==> src/design/utf8_to_ucs2_decoder_defines.svh <==
// ----------------------------------------------------------------------------
// UTF-8 to UCS-2 decoder assertion macros
// Concurrent property checks that compile away in synthesis.
// ----------------------------------------------------------------------------
`ifndef UTF8_TO_UCS2_DECODER_DEFINES_SVH
`define UTF8_TO_UCS2_DECODER_DEFINES_SVH

`ifndef SYNTHESIS
// Consequent must hold in the same cycle as the antecedent.
`define U8U2_ASSERT_NOW(label, clk, rst_n, ante, cons, msg) \
  label: assert property (@(posedge clk) disable iff (!rst_n) (ante) |-> (cons)) \
    else $error(msg);
// Consequent must hold in the cycle after the antecedent.
`define U8U2_ASSERT_NEXT(label, clk, rst_n, ante, cons, msg) \
  label: assert property (@(posedge clk) disable iff (!rst_n) (ante) |=> (cons)) \
    else $error(msg);
`else
`define U8U2_ASSERT_NOW(label, clk, rst_n, ante, cons, msg)
`define U8U2_ASSERT_NEXT(label, clk, rst_n, ante, cons, msg)
`endif

`endif

==> src/design/u8u2_pkg.sv <==
// ----------------------------------------------------------------------------
// UTF-8 to UCS-2 decoder package
// Result record types and fixed constants of the decoder.
// ----------------------------------------------------------------------------
package u8u2_pkg;

  localparam int unsigned QDEPTH   = 4;
  localparam int unsigned QPTR_W   = $clog2(QDEPTH);
  localparam int unsigned QCNT_W   = $clog2(QDEPTH + 1);

  localparam logic [15:0] MAX_UNITS_RST = 16'd1024;
  localparam logic [30:0] ACC_SAT       = 31'h7FFF_FFFF;
  localparam logic [30:0] ACC_SHIFT_LIM = 31'h0200_0000;
  localparam logic [30:0] UNIT_BAD_MIN  = 31'h0000_FFFE;
  localparam logic [15:0] UNIT_REPL     = 16'hFFFD;

  typedef struct packed {
    logic [15:0] code_unit;
    logic        end_of_string;
    logic        truncated;
    logic        last_of_run;
  } res_t;

  typedef struct packed {
    res_t        res;
    logic        ended;
    logic [15:0] units;
  } emit_t;

endpackage

==> src/design/utf8_to_ucs2_decoder.sv <==
// ----------------------------------------------------------------------------
// UTF-8 to UCS-2 decoder
// Decodes zero-terminated UTF-8 byte strings into 16-bit code units.
// ----------------------------------------------------------------------------
// Input channel: in_valid / in_stall carry one UTF-8 byte per transfer. A
// zero byte ends the string.
// Result channel: out_valid / out_stall carry one code unit per transfer,
// with end-of-string, truncation and last-of-run flags. A byte gives zero,
// one or two results; last_of_run marks the final one of that byte.
// Config: cfg_wr_en / cfg_wr_data write max_units (buffer length in units,
// terminator included). Write it only while the block is idle.
// Each result is written into the result queue when its byte transfers.
// Throughput: one byte per cycle unless in_stall; the decode is a single
// pass between the byte port and a four-entry result queue. A byte with two
// results takes two output transfers; result transfers bound sustained rate.
// in_stall rises when the result queue cannot hold two more results, so a
// stalled receiver stops input once three or four results are queued.
// Reset: clears decode state, empties the queue, sets max_units to 1024.
// ----------------------------------------------------------------------------
`include "utf8_to_ucs2_decoder_defines.svh"

module utf8_to_ucs2_decoder (
  input  logic        clk,
  input  logic        rst_n,
  input  logic        in_valid,
  output logic        in_stall,
  input  logic [7:0]  in_byte,
  output logic        out_valid,
  input  logic        out_stall,
  output logic [15:0] out_code_unit,
  output logic        out_end_of_string,
  output logic        out_truncated,
  output logic        out_last_of_run,
  input  logic        cfg_wr_en,
  input  logic [15:0] cfg_wr_data
);

  logic [15:0] max_units_r;
  logic [30:0] acc_r, acc_nxt;
  logic [2:0]  pend_r, pend_nxt;
  logic [15:0] units_r, units_nxt;
  logic        skip_r, skip_nxt;

  u8u2_pkg::res_t                     q_r [u8u2_pkg::QDEPTH];
  logic [u8u2_pkg::QPTR_W-1:0]        wr_ptr_r, rd_ptr_r;
  logic [u8u2_pkg::QCNT_W-1:0]        q_cnt_r;

  u8u2_pkg::res_t r0, r1;
  logic [1:0]     n_res;
  logic [15:0]    limit_m1;
  logic           in_acc, out_acc;

  function automatic u8u2_pkg::emit_t do_emit(input logic [30:0] value,
                                              input logic [15:0] units,
                                              input logic [15:0] lim_m1);
    u8u2_pkg::emit_t e;
    logic [15:0]     v;
    e = '0;
    v = (value >= u8u2_pkg::UNIT_BAD_MIN) ? u8u2_pkg::UNIT_REPL : value[15:0];
    if (v == 16'd0) begin
      e.res.end_of_string = 1'b1;
      e.ended             = 1'b1;
      e.units             = '0;
    end else if (units >= lim_m1) begin
      // buffer full: force the terminator
      e.res.end_of_string = 1'b1;
      e.res.truncated     = 1'b1;
      e.ended             = 1'b1;
      e.units             = '0;
    end else begin
      e.res.code_unit = v;
      e.units         = units + 16'd1;
    end
    return e;
  endfunction

  assign in_stall  = (q_cnt_r > u8u2_pkg::QCNT_W'(u8u2_pkg::QDEPTH - 2));
  assign in_acc    = in_valid && !in_stall;
  assign out_valid = (q_cnt_r != '0);
  assign out_acc   = out_valid && !out_stall;

  assign limit_m1 = (max_units_r == 16'd0) ? 16'd0 : max_units_r - 16'd1;

  always_comb begin
    u8u2_pkg::emit_t em;
    logic            do_lead;
    logic [30:0]     acc_sh;
    em        = '0;
    do_lead   = 1'b0;
    acc_sh    = '0;
    acc_nxt   = acc_r;
    pend_nxt  = pend_r;
    units_nxt = units_r;
    skip_nxt  = skip_r;
    r0        = '0;
    r1        = '0;
    n_res     = 2'd0;

    if (skip_r) begin
      if (in_byte == 8'h00) begin
        skip_nxt = 1'b0;
      end
    end else begin
      do_lead = 1'b1;
      if (pend_r != 3'd0) begin
        if (in_byte[7:6] == 2'b10) begin
          do_lead  = 1'b0;
          acc_sh   = (acc_r >= u8u2_pkg::ACC_SHIFT_LIM) ? u8u2_pkg::ACC_SAT
                                                        : {acc_r[24:0], in_byte[5:0]};
          acc_nxt  = acc_sh;
          pend_nxt = pend_r - 3'd1;
          if (pend_r == 3'd1) begin
            em        = do_emit(acc_sh, units_r, limit_m1);
            r0        = em.res;
            n_res     = 2'd1;
            units_nxt = em.units;
            acc_nxt   = '0;
            if (em.ended) begin
              skip_nxt = 1'b1;
            end
          end
        end else begin
          // cut the pending character short and emit it as it stands
          em        = do_emit(acc_r, units_r, limit_m1);
          r0        = em.res;
          n_res     = 2'd1;
          units_nxt = em.units;
          pend_nxt  = 3'd0;
          acc_nxt   = '0;
          if (em.ended) begin
            do_lead  = 1'b0;
            skip_nxt = (in_byte != 8'h00);
          end
        end
      end

      if (do_lead) begin
        case (in_byte) inside
          [8'h00:8'h7F]: begin
            em        = do_emit({23'd0, in_byte}, units_nxt, limit_m1);
            units_nxt = em.units;
            acc_nxt   = '0;
            if (n_res == 2'd0) begin
              r0 = em.res;
            end else begin
              r1 = em.res;
            end
            n_res = n_res + 2'd1;
            if (em.ended && in_byte != 8'h00) begin
              skip_nxt = 1'b1;
            end
          end
          [8'h80:8'hBF]: begin
            acc_nxt  = {25'd0, in_byte[5:0]};
            pend_nxt = 3'd5;
          end
          [8'hC0:8'hDF]: begin
            acc_nxt  = {26'd0, in_byte[4:0]};
            pend_nxt = 3'd1;
          end
          [8'hE0:8'hEF]: begin
            acc_nxt  = {27'd0, in_byte[3:0]};
            pend_nxt = 3'd2;
          end
          [8'hF0:8'hF7]: begin
            acc_nxt  = {28'd0, in_byte[2:0]};
            pend_nxt = 3'd3;
          end
          [8'hF8:8'hFB]: begin
            acc_nxt  = {29'd0, in_byte[1:0]};
            pend_nxt = 3'd4;
          end
          default: begin
            acc_nxt  = {30'd0, in_byte[0]};
            pend_nxt = 3'd5;
          end
        endcase
      end
    end

    if (n_res == 2'd1) begin
      r0.last_of_run = 1'b1;
    end
    if (n_res == 2'd2) begin
      r1.last_of_run = 1'b1;
    end
  end

  // decode state and configuration
  always_ff @(posedge clk) begin
    if (!rst_n) begin
      max_units_r <= u8u2_pkg::MAX_UNITS_RST;
      acc_r       <= '0;
      pend_r      <= '0;
      units_r     <= '0;
      skip_r      <= 1'b0;
    end else begin
      if (cfg_wr_en) begin
        max_units_r <= cfg_wr_data;
      end
      if (in_acc) begin
        acc_r   <= acc_nxt;
        pend_r  <= pend_nxt;
        units_r <= units_nxt;
        skip_r  <= skip_nxt;
      end
    end
  end

  // result queue storage
  always_ff @(posedge clk) begin
    if (in_acc && n_res != 2'd0) begin
      q_r[wr_ptr_r] <= r0;
    end
    if (in_acc && n_res == 2'd2) begin
      q_r[wr_ptr_r + u8u2_pkg::QPTR_W'(1)] <= r1;
    end
  end

  // result queue pointers
  always_ff @(posedge clk) begin
    if (!rst_n) begin
      wr_ptr_r <= '0;
      rd_ptr_r <= '0;
      q_cnt_r  <= '0;
    end else begin
      if (in_acc) begin
        wr_ptr_r <= wr_ptr_r + u8u2_pkg::QPTR_W'(n_res);
      end
      if (out_acc) begin
        rd_ptr_r <= rd_ptr_r + u8u2_pkg::QPTR_W'(1);
      end
      q_cnt_r <= q_cnt_r + (in_acc ? u8u2_pkg::QCNT_W'(n_res) : '0)
                         - (out_acc ? u8u2_pkg::QCNT_W'(1) : '0);
    end
  end

  assign out_code_unit     = q_r[rd_ptr_r].code_unit;
  assign out_end_of_string = q_r[rd_ptr_r].end_of_string;
  assign out_truncated     = q_r[rd_ptr_r].truncated;
  assign out_last_of_run   = q_r[rd_ptr_r].last_of_run;

  `U8U2_ASSERT_NOW(a_q_bound, clk, rst_n, 1'b1,
    q_cnt_r <= u8u2_pkg::QCNT_W'(u8u2_pkg::QDEPTH), "result queue overflow")
  `U8U2_ASSERT_NOW(a_skip_idle, clk, rst_n, skip_r,
    pend_r == 3'd0 && units_r == 16'd0, "skipping with a character in progress")
  `U8U2_ASSERT_NEXT(a_skip_hold, clk, rst_n, in_acc && skip_r && in_byte != 8'h00,
    skip_r, "skip ended on a nonzero byte")
  `U8U2_ASSERT_NEXT(a_drain, clk, rst_n, out_acc && !in_acc,
    q_cnt_r == $past(q_cnt_r) - u8u2_pkg::QCNT_W'(1), "queue count lost a transfer")

endmodule
==> config.mk <==
export PLATFORM = sky130hd
export DESIGN_NAME = utf8_to_ucs2_decoder
export DESIGN_NICKNAME = d
export VERILOG_FILES = /design/src/design/u8u2_pkg.sv /design/src/design/utf8_to_ucs2_decoder.sv
export VERILOG_INCLUDE_DIRS = /design/src /design/src/design
export SDC_FILE = /design/constraint.sdc
export NUM_CORES = 1
export LEC_CHECK = 0
export ABC_CLOCK_PERIOD_IN_PS = 8950
export BUFFER_PORTS_ARGS = -buffer_cell sky130_fd_sc_hd__buf_2
export CAP_MARGIN = 20
export CELL_PAD_IN_SITES_DETAIL_PLACEMENT = 1
export CELL_PAD_IN_SITES_GLOBAL_PLACEMENT = 1
export CORE_MARGIN = 5
export CORE_UTILIZATION = 48
export DETAILED_ROUTE_END_ITERATION = 16
export HOLD_SLACK_MARGIN = 0.12
export PLACE_DENSITY = 0.81
export SYNTH_ARGS = -nofsm -noshare
export SYNTH_HDL_FRONTEND = slang
export SYNTH_SLANG_ARGS = --single-unit
==> constraint.sdc <==
create_clock -name clk -period 8.95 [get_ports clk]
set_clock_uncertainty 0.05 [all_clocks]
set_input_delay 0 -clock clk [delete_from_list [all_inputs] [get_ports clk]]
set_output_delay 0 -clock clk [all_outputs]
set_load 0.005 [all_outputs]
==> results of run 1 <==
## registers in the layout, summed over array words and instances (netlist names), named ones only
name / flops
skip_r: 1
pend_r: 3
acc_r: 31
units_r: 16
max_units_r: 16
wr_ptr_r: 2
q_r: 76
q_cnt_r: 3
rd_ptr_r: 2
## power by group
part | leakage, nW | internal, W | switching (W)
combinational | 2.40 | 0.000276 | 0.000521
clock | 0.300 | 0.000383 | 0.000372
sequential | 1.35 | 0.000761 | 0.0000482
total | 4.04 | 0.00142 | 0.000941
## synthesized netlist by cell type (15+ instances only)
master    number  area share (%)
and3_1        15            0.98
o211ai_1      33             2.6
nand2_1      128             5.0
nor2_1       107             4.2
dfxtp_1      108              23
nand3_1       53             2.8
xnor2_1       18             1.6
o21ai_1       60             3.1
mux4_2        19             4.5
o21ai_0       56             2.9
inv_1         21            0.82
a22o_1        26             2.4
clkbuf_1      65             2.6
mux2i_1       19             2.0
a21oi_1       73             3.8
nor3_1        24             1.3
ha_1          43             5.6
edfxtp_1      44              14
## repair_timing
item                                    CTS  global route
hold buffers                             47             0
hold endpoints to repair                 62             0
endpoints found under the setup margin    0             0
## metal layers
metal | wire length, um | GRT usage, % | vias up | share of wire (%)
met1 | 14500 | 40.2 | 4595 | 44
met2 | 15800 | 49.1 | 351 | 48
met5 | 0 | 0 | - | 0
li1 | - | - | 4264 | -
met4 | 684 | 8.75 | 0 | 2.1
met3 | 2000 | 4.61 | 56 | 6.1
## cell usage in the layout, fill, tap and decap left out, drive strengths merged, types with 5 or more instances in the layout
master,instances
clkinv,8
dfxtp,108
dlygate4sd3,47
edfxtp,44
a21o,6
ha,43
or3,7
and2,10
a22o,26
mux2i,20
nor4,15
inv,29
nand2b,12
o221ai,5
nand2,130
a41oi,5
nand4,14
a21oi,75
o21ai,116
o211ai,33
and3,16
clkbuf,17
a211oi,8
nand3,53
nor2,107
mux4,19
a31oi,12
and4,5
o22ai,10
xnor2,18
xor2,6
nor2b,10
buf,60
nor3,28
## through the flow
step,utilization [%],instances,hold WS (ns)
final,56.3,1446,0.399
after global routing,56.3,1446,0.432
after CTS,56.3,1446,0.400
after detailed placement,50.8,1367,0.194
after global placement,50.8,1367,0.164
after floorplan,-,1117,0.0790
## critical path, cell delays in order (launching register included)
cell and delay [ns]:
dfxtp_1 0.35, inv_1 0.08, ha_1 0.19, nor3b_1 0.40, nand2_1 0.15, or4_1 0.48, nor2b_1 0.35, nand2_1 0.34
o21ai_0 0.26, ha_1 0.33, a2111oi_2 0.30, o21ai_1 0.15, a31oi_1 0.52, nand2_1 0.41, or4b_1 0.60, a21oi_1 0.16
o21ai_1 0.13, inv_1 0.14, ha_1 0.29, and4_1 0.20, o211ai_1 0.07, o21ai_0 0.14, a211oi_1 0.54, and2_1 0.42
o211ai_1 0.48, nor4b_1 0.45, mux2i_1 0.15, nand2_1 0.08
## cell type report
class                   instances  area share [%]
clock inverters                15            1.76
multi-input cells             868            51.7
well taps                     265            3.01
inverters                      22           0.751
repair buffers                107            7.26
flip-flops and latches        152            31.7
clock buffers                  17            3.87
## how the worst min path moves through the flow
stage	start	endpoint	slack (ns)	cells past startpoint
floorplan	cfg_wr_data[10]	max_units_r[10]$_SDFFE_PN1P_	0.08	2
global placement	cfg_wr_data[10]	max_units_r[10]$_SDFFE_PN1P_	0.16	3
detailed placement	cfg_wr_data[14]	max_units_r[14]$_SDFFE_PN0P_	0.19	3
CTS	in_valid	wr_ptr_r[0]$_SDFFE_PN0P_	0.40	4
global route	acc_r[29]$_SDFFE_PN0P_	acc_r[29]$_SDFFE_PN0P_	0.43	2
finish	in_valid	wr_ptr_r[0]$_SDFFE_PN0P_	0.40	4
## logic make-up after synthesis
family,count (synthesis)
buffers and inverters,97
muxes,40
xor gates and xnor gates,24
AOI/OAI and AO/OA,334
adders and majority gates,44
DFF,152
and+or+nand+nor,426
==> impl_metrics.toml, run 1 <==
[outcome]
run_status = "finished clean"

[sta]
tightest_slew_ns = 1.03
rsz0062_at_grt = "no"
final.setup.worst_slack_ns = 0.695
fin_crit_sh_pct = 92.2
period_needed_ns = 8.26
hold_viol = 0
setup_tns_ns = 0
maxSlewViolCount = 0
slew_headroom_pct = 31.3
final-setup-viol-count = 0
max_freq_ghz = 0.121

[route]
vias_per_cell = 6.41
ant_nets = 0
wl_um = 33000
drt_iter0_drc = 921
wl_per_cell_um = 22.8
drc = 0
vias = 9266
drt_pass1_iterations = 5

[final_layout]
nNetsFinal = 1241
syn_to_final_growth_pct = 15.1
nFillCells = 2295
antenna_cells = 0
drive_above_1_share_pct = 12.0
fin_area_um2 = 11000
multi_input_comb_area_um2 = 5690
regArea_um2 = 3480

[clock_network]
cts-root-buf = "clkbuf_16"
cts_resized = 0
cts_buffers = 17
path_clk_slew_ns = 0.08
postCtsSetupRepairBufs = 0
cts_max_level = 4
cts_tree = "built"
clk_latency_ns = 0.44
cts_max_path_buffers = 2
cts.sinks = 152

[grt]
grt_max_degree = 60
grt_pass1_vias = 9628
grt_pass1_wl_um = 53200
antenna_found_initial = 1
grt.total_usage_pct = 29.7
grt.overflow.total = 0

[synth]
synth-adder-area-share_pct = 5.84
syn_area_um2 = 9560
synth_xor_area_share_pct = 2.20
ys_types = 88
ys.flop_type = "dfxtp_1"
ys_seq_elements = 152
synth_top_family_by_area = "compound AO/OA/AOI/OAI gates"
synth_cells = 1117
yosysSeqAreaShare_pct = 36.5
synth_compound_area_share_pct = 22.7
synth_mux_area_share_pct = 6.73
synth_async_sr_flop_share_pct = 0
synth-simple-area-share_pct = 22.0
synth_area_per_cell_um2 = 8.55
ys_warn_count = 0
synth_nets = 1190
synth_edf_count = 44

[die]
start_util_pct = 48.9
ioPinCount = 50
die_h_um = 151
rows = 51
dieWidth_um = 151
core_area_um2 = 19500
die_area_um2 = 22800

[pwr]
ir_worst_vdd_mv = 0.168
power.density_nw_per_um2 = 215
leakagePower_nw = 4.04
power.total_w = 0.00236

[critical_path]
required_ns = 9.28
end_kind = "register"
crit_end = "units_r[15]$_SDFFE_PN0P_"
arrival_ns = 8.58
rr_startpoint = "max_units_r[0]$_SDFFE_PN0P_"
rrSetupSlack_ns = 0.69
critPathLaunch = "max_units_r[0]$_SDFFE_PN0P_"
reg2reg_depth = 27
worstSetupStartpointType = "register"
r2r_end = "units_r[15]$_SDFFE_PN0P_"
worst-path-max-fanout = 11
path_class = "reg2reg"

[placed_design]
place_ws_ns = 1.17
dpl.hpwl_um = 22300
io_buffers = 49
gp_congestion = 0.932
dpl_cell_area_um2 = 9910

[job]
maxCapViolCount = 0

[hold_path]
min_path_type = "in2reg"
Power figures use the tool's default switching activity.
==> inputs of run 2 (changes only) <==
- ABC_CLOCK_PERIOD_IN_PS: 8950 -> 9900
- CORE_UTILIZATION: 48 -> 51
- PLACE_DENSITY: 0.81 -> 0.86
- clock period: 8.95 -> 9.9 ns (I/O delays scaled with it)
==> impl_metrics.toml, run 2 (synthesized netlist as in run 1, its figures left out) <==
[clock_network]
cts.sinks = 152
postCtsSetupRepairBufs = 0
cts_hold_buf = 47
cts_tree = "built"
cts_buffers = 17
cts_resized = 0
cts-root-buf = "clkbuf_16"
cts_max_path_buffers = 2
path_clk_slew_ns = 0.07
cts_max_level = 4
clk_latency_ns = 0.44

[route]
drc = 0
wl_um = 31800
wl_per_cell_um = 22.5
ant_nets = 0
vias = 9228
drt_iter0_drc = 623
drt_pass1_iterations = 6
vias_per_cell = 6.53

[placed_design]
place_ws_ns = 1.97
dpl_cell_area_um2 = 9870
gp_congestion = 0.943
dpl.hpwl_um = 21700
post-place-cells = 1335
io_buffers = 49

[critical_path]
slowest_delay_ns = 0.88
worstSetupStartpointType = "register"
worst-path-max-fanout = 13
critPathLaunch = "max_units_r[0]$_SDFFE_PN0P_"
critical_path.slowest_cell = "nor2_1"
required_ns = 10.23
path_class = "reg2reg"
end_kind = "register"
arrival_ns = 8.67
rr_startpoint = "max_units_r[0]$_SDFFE_PN0P_"

[pwr]
clock_power_share_pct = 31.2
combPwrFrac_pct = 34.0
switchingPower_w = 0.000817
internal_power_w = 0.00128
power.density_nw_per_um2 = 192
seq_power_share_pct = 34.8
swShare_pct = 39.0
ir_worst_vdd_mv = 0.143
power.total_w = 0.00210
leakagePower_nw = 4.02

[grt]
grt_pass1_wl_um = 52200
grt.overflow.total = 0
grt_max_degree = 60
grt_pass1_vias = 9775
antenna_found_initial = 0
grt.total_usage_pct = 29.7

[final_layout]
nFillCells = 2155
top_register = "q_r"
multi_input_comb_area_um2 = 5690
fin_area_um2 = 10900
most-common-layout-cells = "128 x nand2_1, 108 x dfxtp_1, 106 x nor2_1"
syn_to_final_growth_pct = 14.3
largest_register_ffs = 76
nNetsFinal = 1240
largestRegisters = "q_r x76, acc_r x31"
drive_above_1_share_pct = 11.9
final_cells = 1414
regArea_um2 = 3480
antenna_cells = 0
final_common_cell = "nand2_1"

[die]
die_area_um2 = 21600
core_area_um2 = 18600
die_h_um = 147
dieWidth_um = 147
rows = 50
ioPinCount = 50
start_util_pct = 51.4

[sta]
fin_crit_sh_pct = 84.2
max_freq_ghz = 0.120
maxSlewViolCount = 0
final-setup-viol-count = 0
tightest_slew_ns = 1.13
hold_viol = 0
final.setup.worst_slack_ns = 1.56
rsz0062_at_grt = "no"
slew_headroom_pct = 24.8
period_needed_ns = 8.34
setup_tns_ns = 0

[outcome]
run_status = "finished clean"

[hold_path]
hp-start = "in_valid"
min_path_type = "in2reg"

[job]
maxCapViolCount = 0
-- run 2: cell types whose count changed in the layout (fill, tap and decap cells not counted), sizes merged --
cell | previous run | this run
clkinv | 8 | 6
buf | 60 | 59
clkinvlp | 0 | 1
clkbuf | 17 | 18
-- run 2: final timing paths --
check | depth (start not counted) | end | slack [ns]
worst min-delay path | 4 | wr_ptr_r[0]$_SDFFE_PN0P_ | 0.40
worst max-delay path | 25 | units_r[15]$_SDFFE_PN0P_ | 1.56
worst max register to register | 25 | units_r[15]$_SDFFE_PN0P_ | 1.56
worst min register to register | 2 | acc_r[25]$_SDFFE_PN0P_ | 0.41
-- run 2: cell type report --
cell class	instances	share of cell area [%]
clock inverters	14	1.36
repair buffers	106	7.24
flip-flops and latches	152	31.9
multi-input cells	868	52.1
well taps	234	2.68
clock buffers	18	4.02
inverters	22	0.756
-- run 2: power groups by stage --
stage	Clock [W]	Combinational [W]	Sequential (W)
3_5_place_dp	0	0.000678	0.000742
6_report	0.000654	0.000712	0.000729
5_1_grt	0.000685	0.000782	0.000735
3_3_place_gp	0	0.000656	0.000739
4_1_cts	0.000656	0.000700	0.000728
2_1_floorplan	0	0.000492	0.000723
-- run 2: per-stage QoR --
step | util (%) | hold WS (ns)
CTS | 58.8 | 0.393
global placement | 53.1 | 0.164
finish | 58.8 | 0.404
detailed placement | 53.1 | 0.187
floorplan | - | 0.0790
global route | 58.8 | 0.428
-- run 2: layer usage --
metal	wire, um	GRT usage, %	share of wire (%)	up-vias
met4	1320	14.2	4.2	0
met2	16000	51.9	50	329
li1	-	-	-	4265
met5	0	0	0	-
met1	12900	36.0	41	4521
met3	1540	4.10	4.9	113
-- run 2: worst max-delay path: cells and delay by family (launching register included) --
family	cells	cell delay (ns)
AND/OR/NAND/NOR	12	4.15
buffers and inverters	1	0.07
flip-flops	1	0.35
AO/OA/AOI/OAI	8	2.76
multiplexers	1	0.12
adder cells (fa/ha/maj)	3	0.77
==> inputs of run 3 (changes only) <==
- ABC_CLOCK_PERIOD_IN_PS: 9900 -> 7870
- CORE_UTILIZATION: 51 -> 48
- PLACE_DENSITY: 0.86 -> 0.81
- clock period: 9.9 -> 7.87 ns (I/O delays scaled with it)
==> impl_metrics.toml, run 3 (synthesized netlist as in run 1, its figures left out) <==
[hold_path]
min_path_type = "in2reg"

[die]
start_util_pct = 48.9
dieWidth_um = 151
die_h_um = 151
rows = 51
die_area_um2 = 22800
ioPinCount = 50
core_area_um2 = 19500

[sta]
tightest_slew_ns = 0.932
hold_viol = 0
period_needed_ns = 7.25
final-setup-viol-count = 0
fin_crit_sh_pct = 92.1
rsz0062_at_grt = "no"
max_freq_ghz = 0.138
hold_ws_ns = 0.399
setup_tns_ns = 0
slew_headroom_pct = 37.9
maxSlewViolCount = 0

[clock_network]
cts_max_path_buffers = 2
cts-root-buf = "clkbuf_16"
cts.sinks = 152
cts_max_level = 4
cts_buffers = 17
clk_latency_ns = 0.45
path_clk_slew_ns = 0.08
cts_tree = "built"

[route]
vias = 9311
drt_iter0_drc = 742
vias_per_cell = 6.40
drc = 0
wl_per_cell_um = 22.8
wl_um = 33100
drt_pass1_iterations = 5
ant_nets = 0

[pwr]
internal_power_w = 0.00163
switchingPower_w = 0.00107
swShare_pct = 39.8
leakagePower_nw = 4.08
ir_worst_vdd_mv = 0.197
combPwrFrac_pct = 34.1
seq_power_share_pct = 34.1
clock_power_share_pct = 31.7
power.density_nw_per_um2 = 244

[placed_design]
dpl.hpwl_um = 23200
gp_congestion = 0.920
io_buffers = 49

[final_layout]
antenna_cells = 0
drive_above_1_share_pct = 13.3
final_common_cell = "nand2_1"
most-common-layout-cells = "128 x nand2_1, 108 x dfxtp_1, 102 x nor2_1"
top_register = "q_r"
syn_to_final_growth_pct = 15.9
nNetsFinal = 1249
largest_register_ffs = 76
largestRegisters = "q_r x76, acc_r x31"

[grt]
grt_pass1_vias = 9694
grt_pass1_wl_um = 53700
antenna_found_initial = 0
grt.total_usage_pct = 30.0
grt.overflow.total = 0
grt_max_degree = 60

[critical_path]
worst-path-max-fanout = 10
critical_path.slowest_cell = "nor4_1"
critPathTopFamily = "simple AND/OR/NAND/NOR gates"
required_ns = 8.12
cp_common_cell = "nand2_1"
arrival_ns = 7.50
slowest_delay_ns = 0.57
rrSetupSlack_ns = 0.62
worstSetupStartpointType = "register"
path_buf_inv = 1
end_kind = "register"
path_class = "reg2reg"

[outcome]
run_status = "finished clean"

[job]
maxCapViolCount = 0
[run 3: worst paths after layout]
kind	from	end	cells past startpoint
worst max-delay path	max_units_r[0]$_SDFFE_PN0P_	q_r[1][6]$_DFFE_PP_	26
worst min-delay path	in_valid	wr_ptr_r[0]$_SDFFE_PN0P_	4
worst max register to register	max_units_r[0]$_SDFFE_PN0P_	q_r[1][6]$_DFFE_PP_	26
worst min register to register	acc_r[29]$_SDFFE_PN0P_	acc_r[29]$_SDFFE_PN0P_	2
[run 3: power by group through the flow]
| stage | clock network, W | logic [W] | registers, W |
|---|---|---|---|
| floorplan | 0 | 0.000619 | 0.000909 |
| global placement | 0 | 0.000841 | 0.000933 |
| detailed placement | 0 | 0.000871 | 0.000938 |
| CTS | 0.000858 | 0.000902 | 0.000920 |
| global route | 0.000897 | 0.00100 | 0.000928 |
| finish | 0.000857 | 0.000921 | 0.000922 |
[run 3: worst register-to-register path, delay by kind of cell (launching register included)]
kind / cells / cell delay, ns
buffers and inverters: 1 / 0.13
and+or+nand+nor: 13 / 3.91
adders and majority gates: 2 / 0.61
DFF: 1 / 0.36
AOI/OAI and AO/OA: 10 / 2.07
[run 3: final cells by class]
class | count | area, um2
Clock buffer | 17 | 425
Clock inverter | 15 | 184
Fill cell | 2335 | 8460
Inverter | 22 | 82.6
Multi-Input combinational cell | 868 | 5710
Sequential cell | 152 | 3480
Tap cell | 265 | 332
Timing Repair Buffer | 115 | 856
[run 3: repair_timing]
item / 4_1_cts / 5_1_grt
hold buffers: 46 / 0
buffers inserted: 0 / 1
setup endpoints to repair: 0 / 50
hold endpoints to repair: 63 / 0
resized for setup: 0 / 7
[run 3: per-stage QoR]
step	setup WS [ns]	util, %	instance area [um2]	total power [W]	cells
detailed placement	0.355	51.1	9970	0.00181	1375
finish	0.624	56.7	11100	0.00270	1454
global placement	0.777	51.1	9970	0.00177	1375
global route	0.163	56.7	11100	0.00283	1454
floorplan	1.64	-	9560	0.00153	1117
CTS	0.297	56.5	11000	0.00268	1453
[run 3: routing by layer]
metal / wire, um / global-route usage [%] / up-vias
met3: 2080 / 4.37 / 81
met5: 0 / 0 / -
met4: 899 / 10.1 / 0
met1: 14100 / 39.7 / 4603
li1: - / - / 4289
met2: 16000 / 50.5 / 338
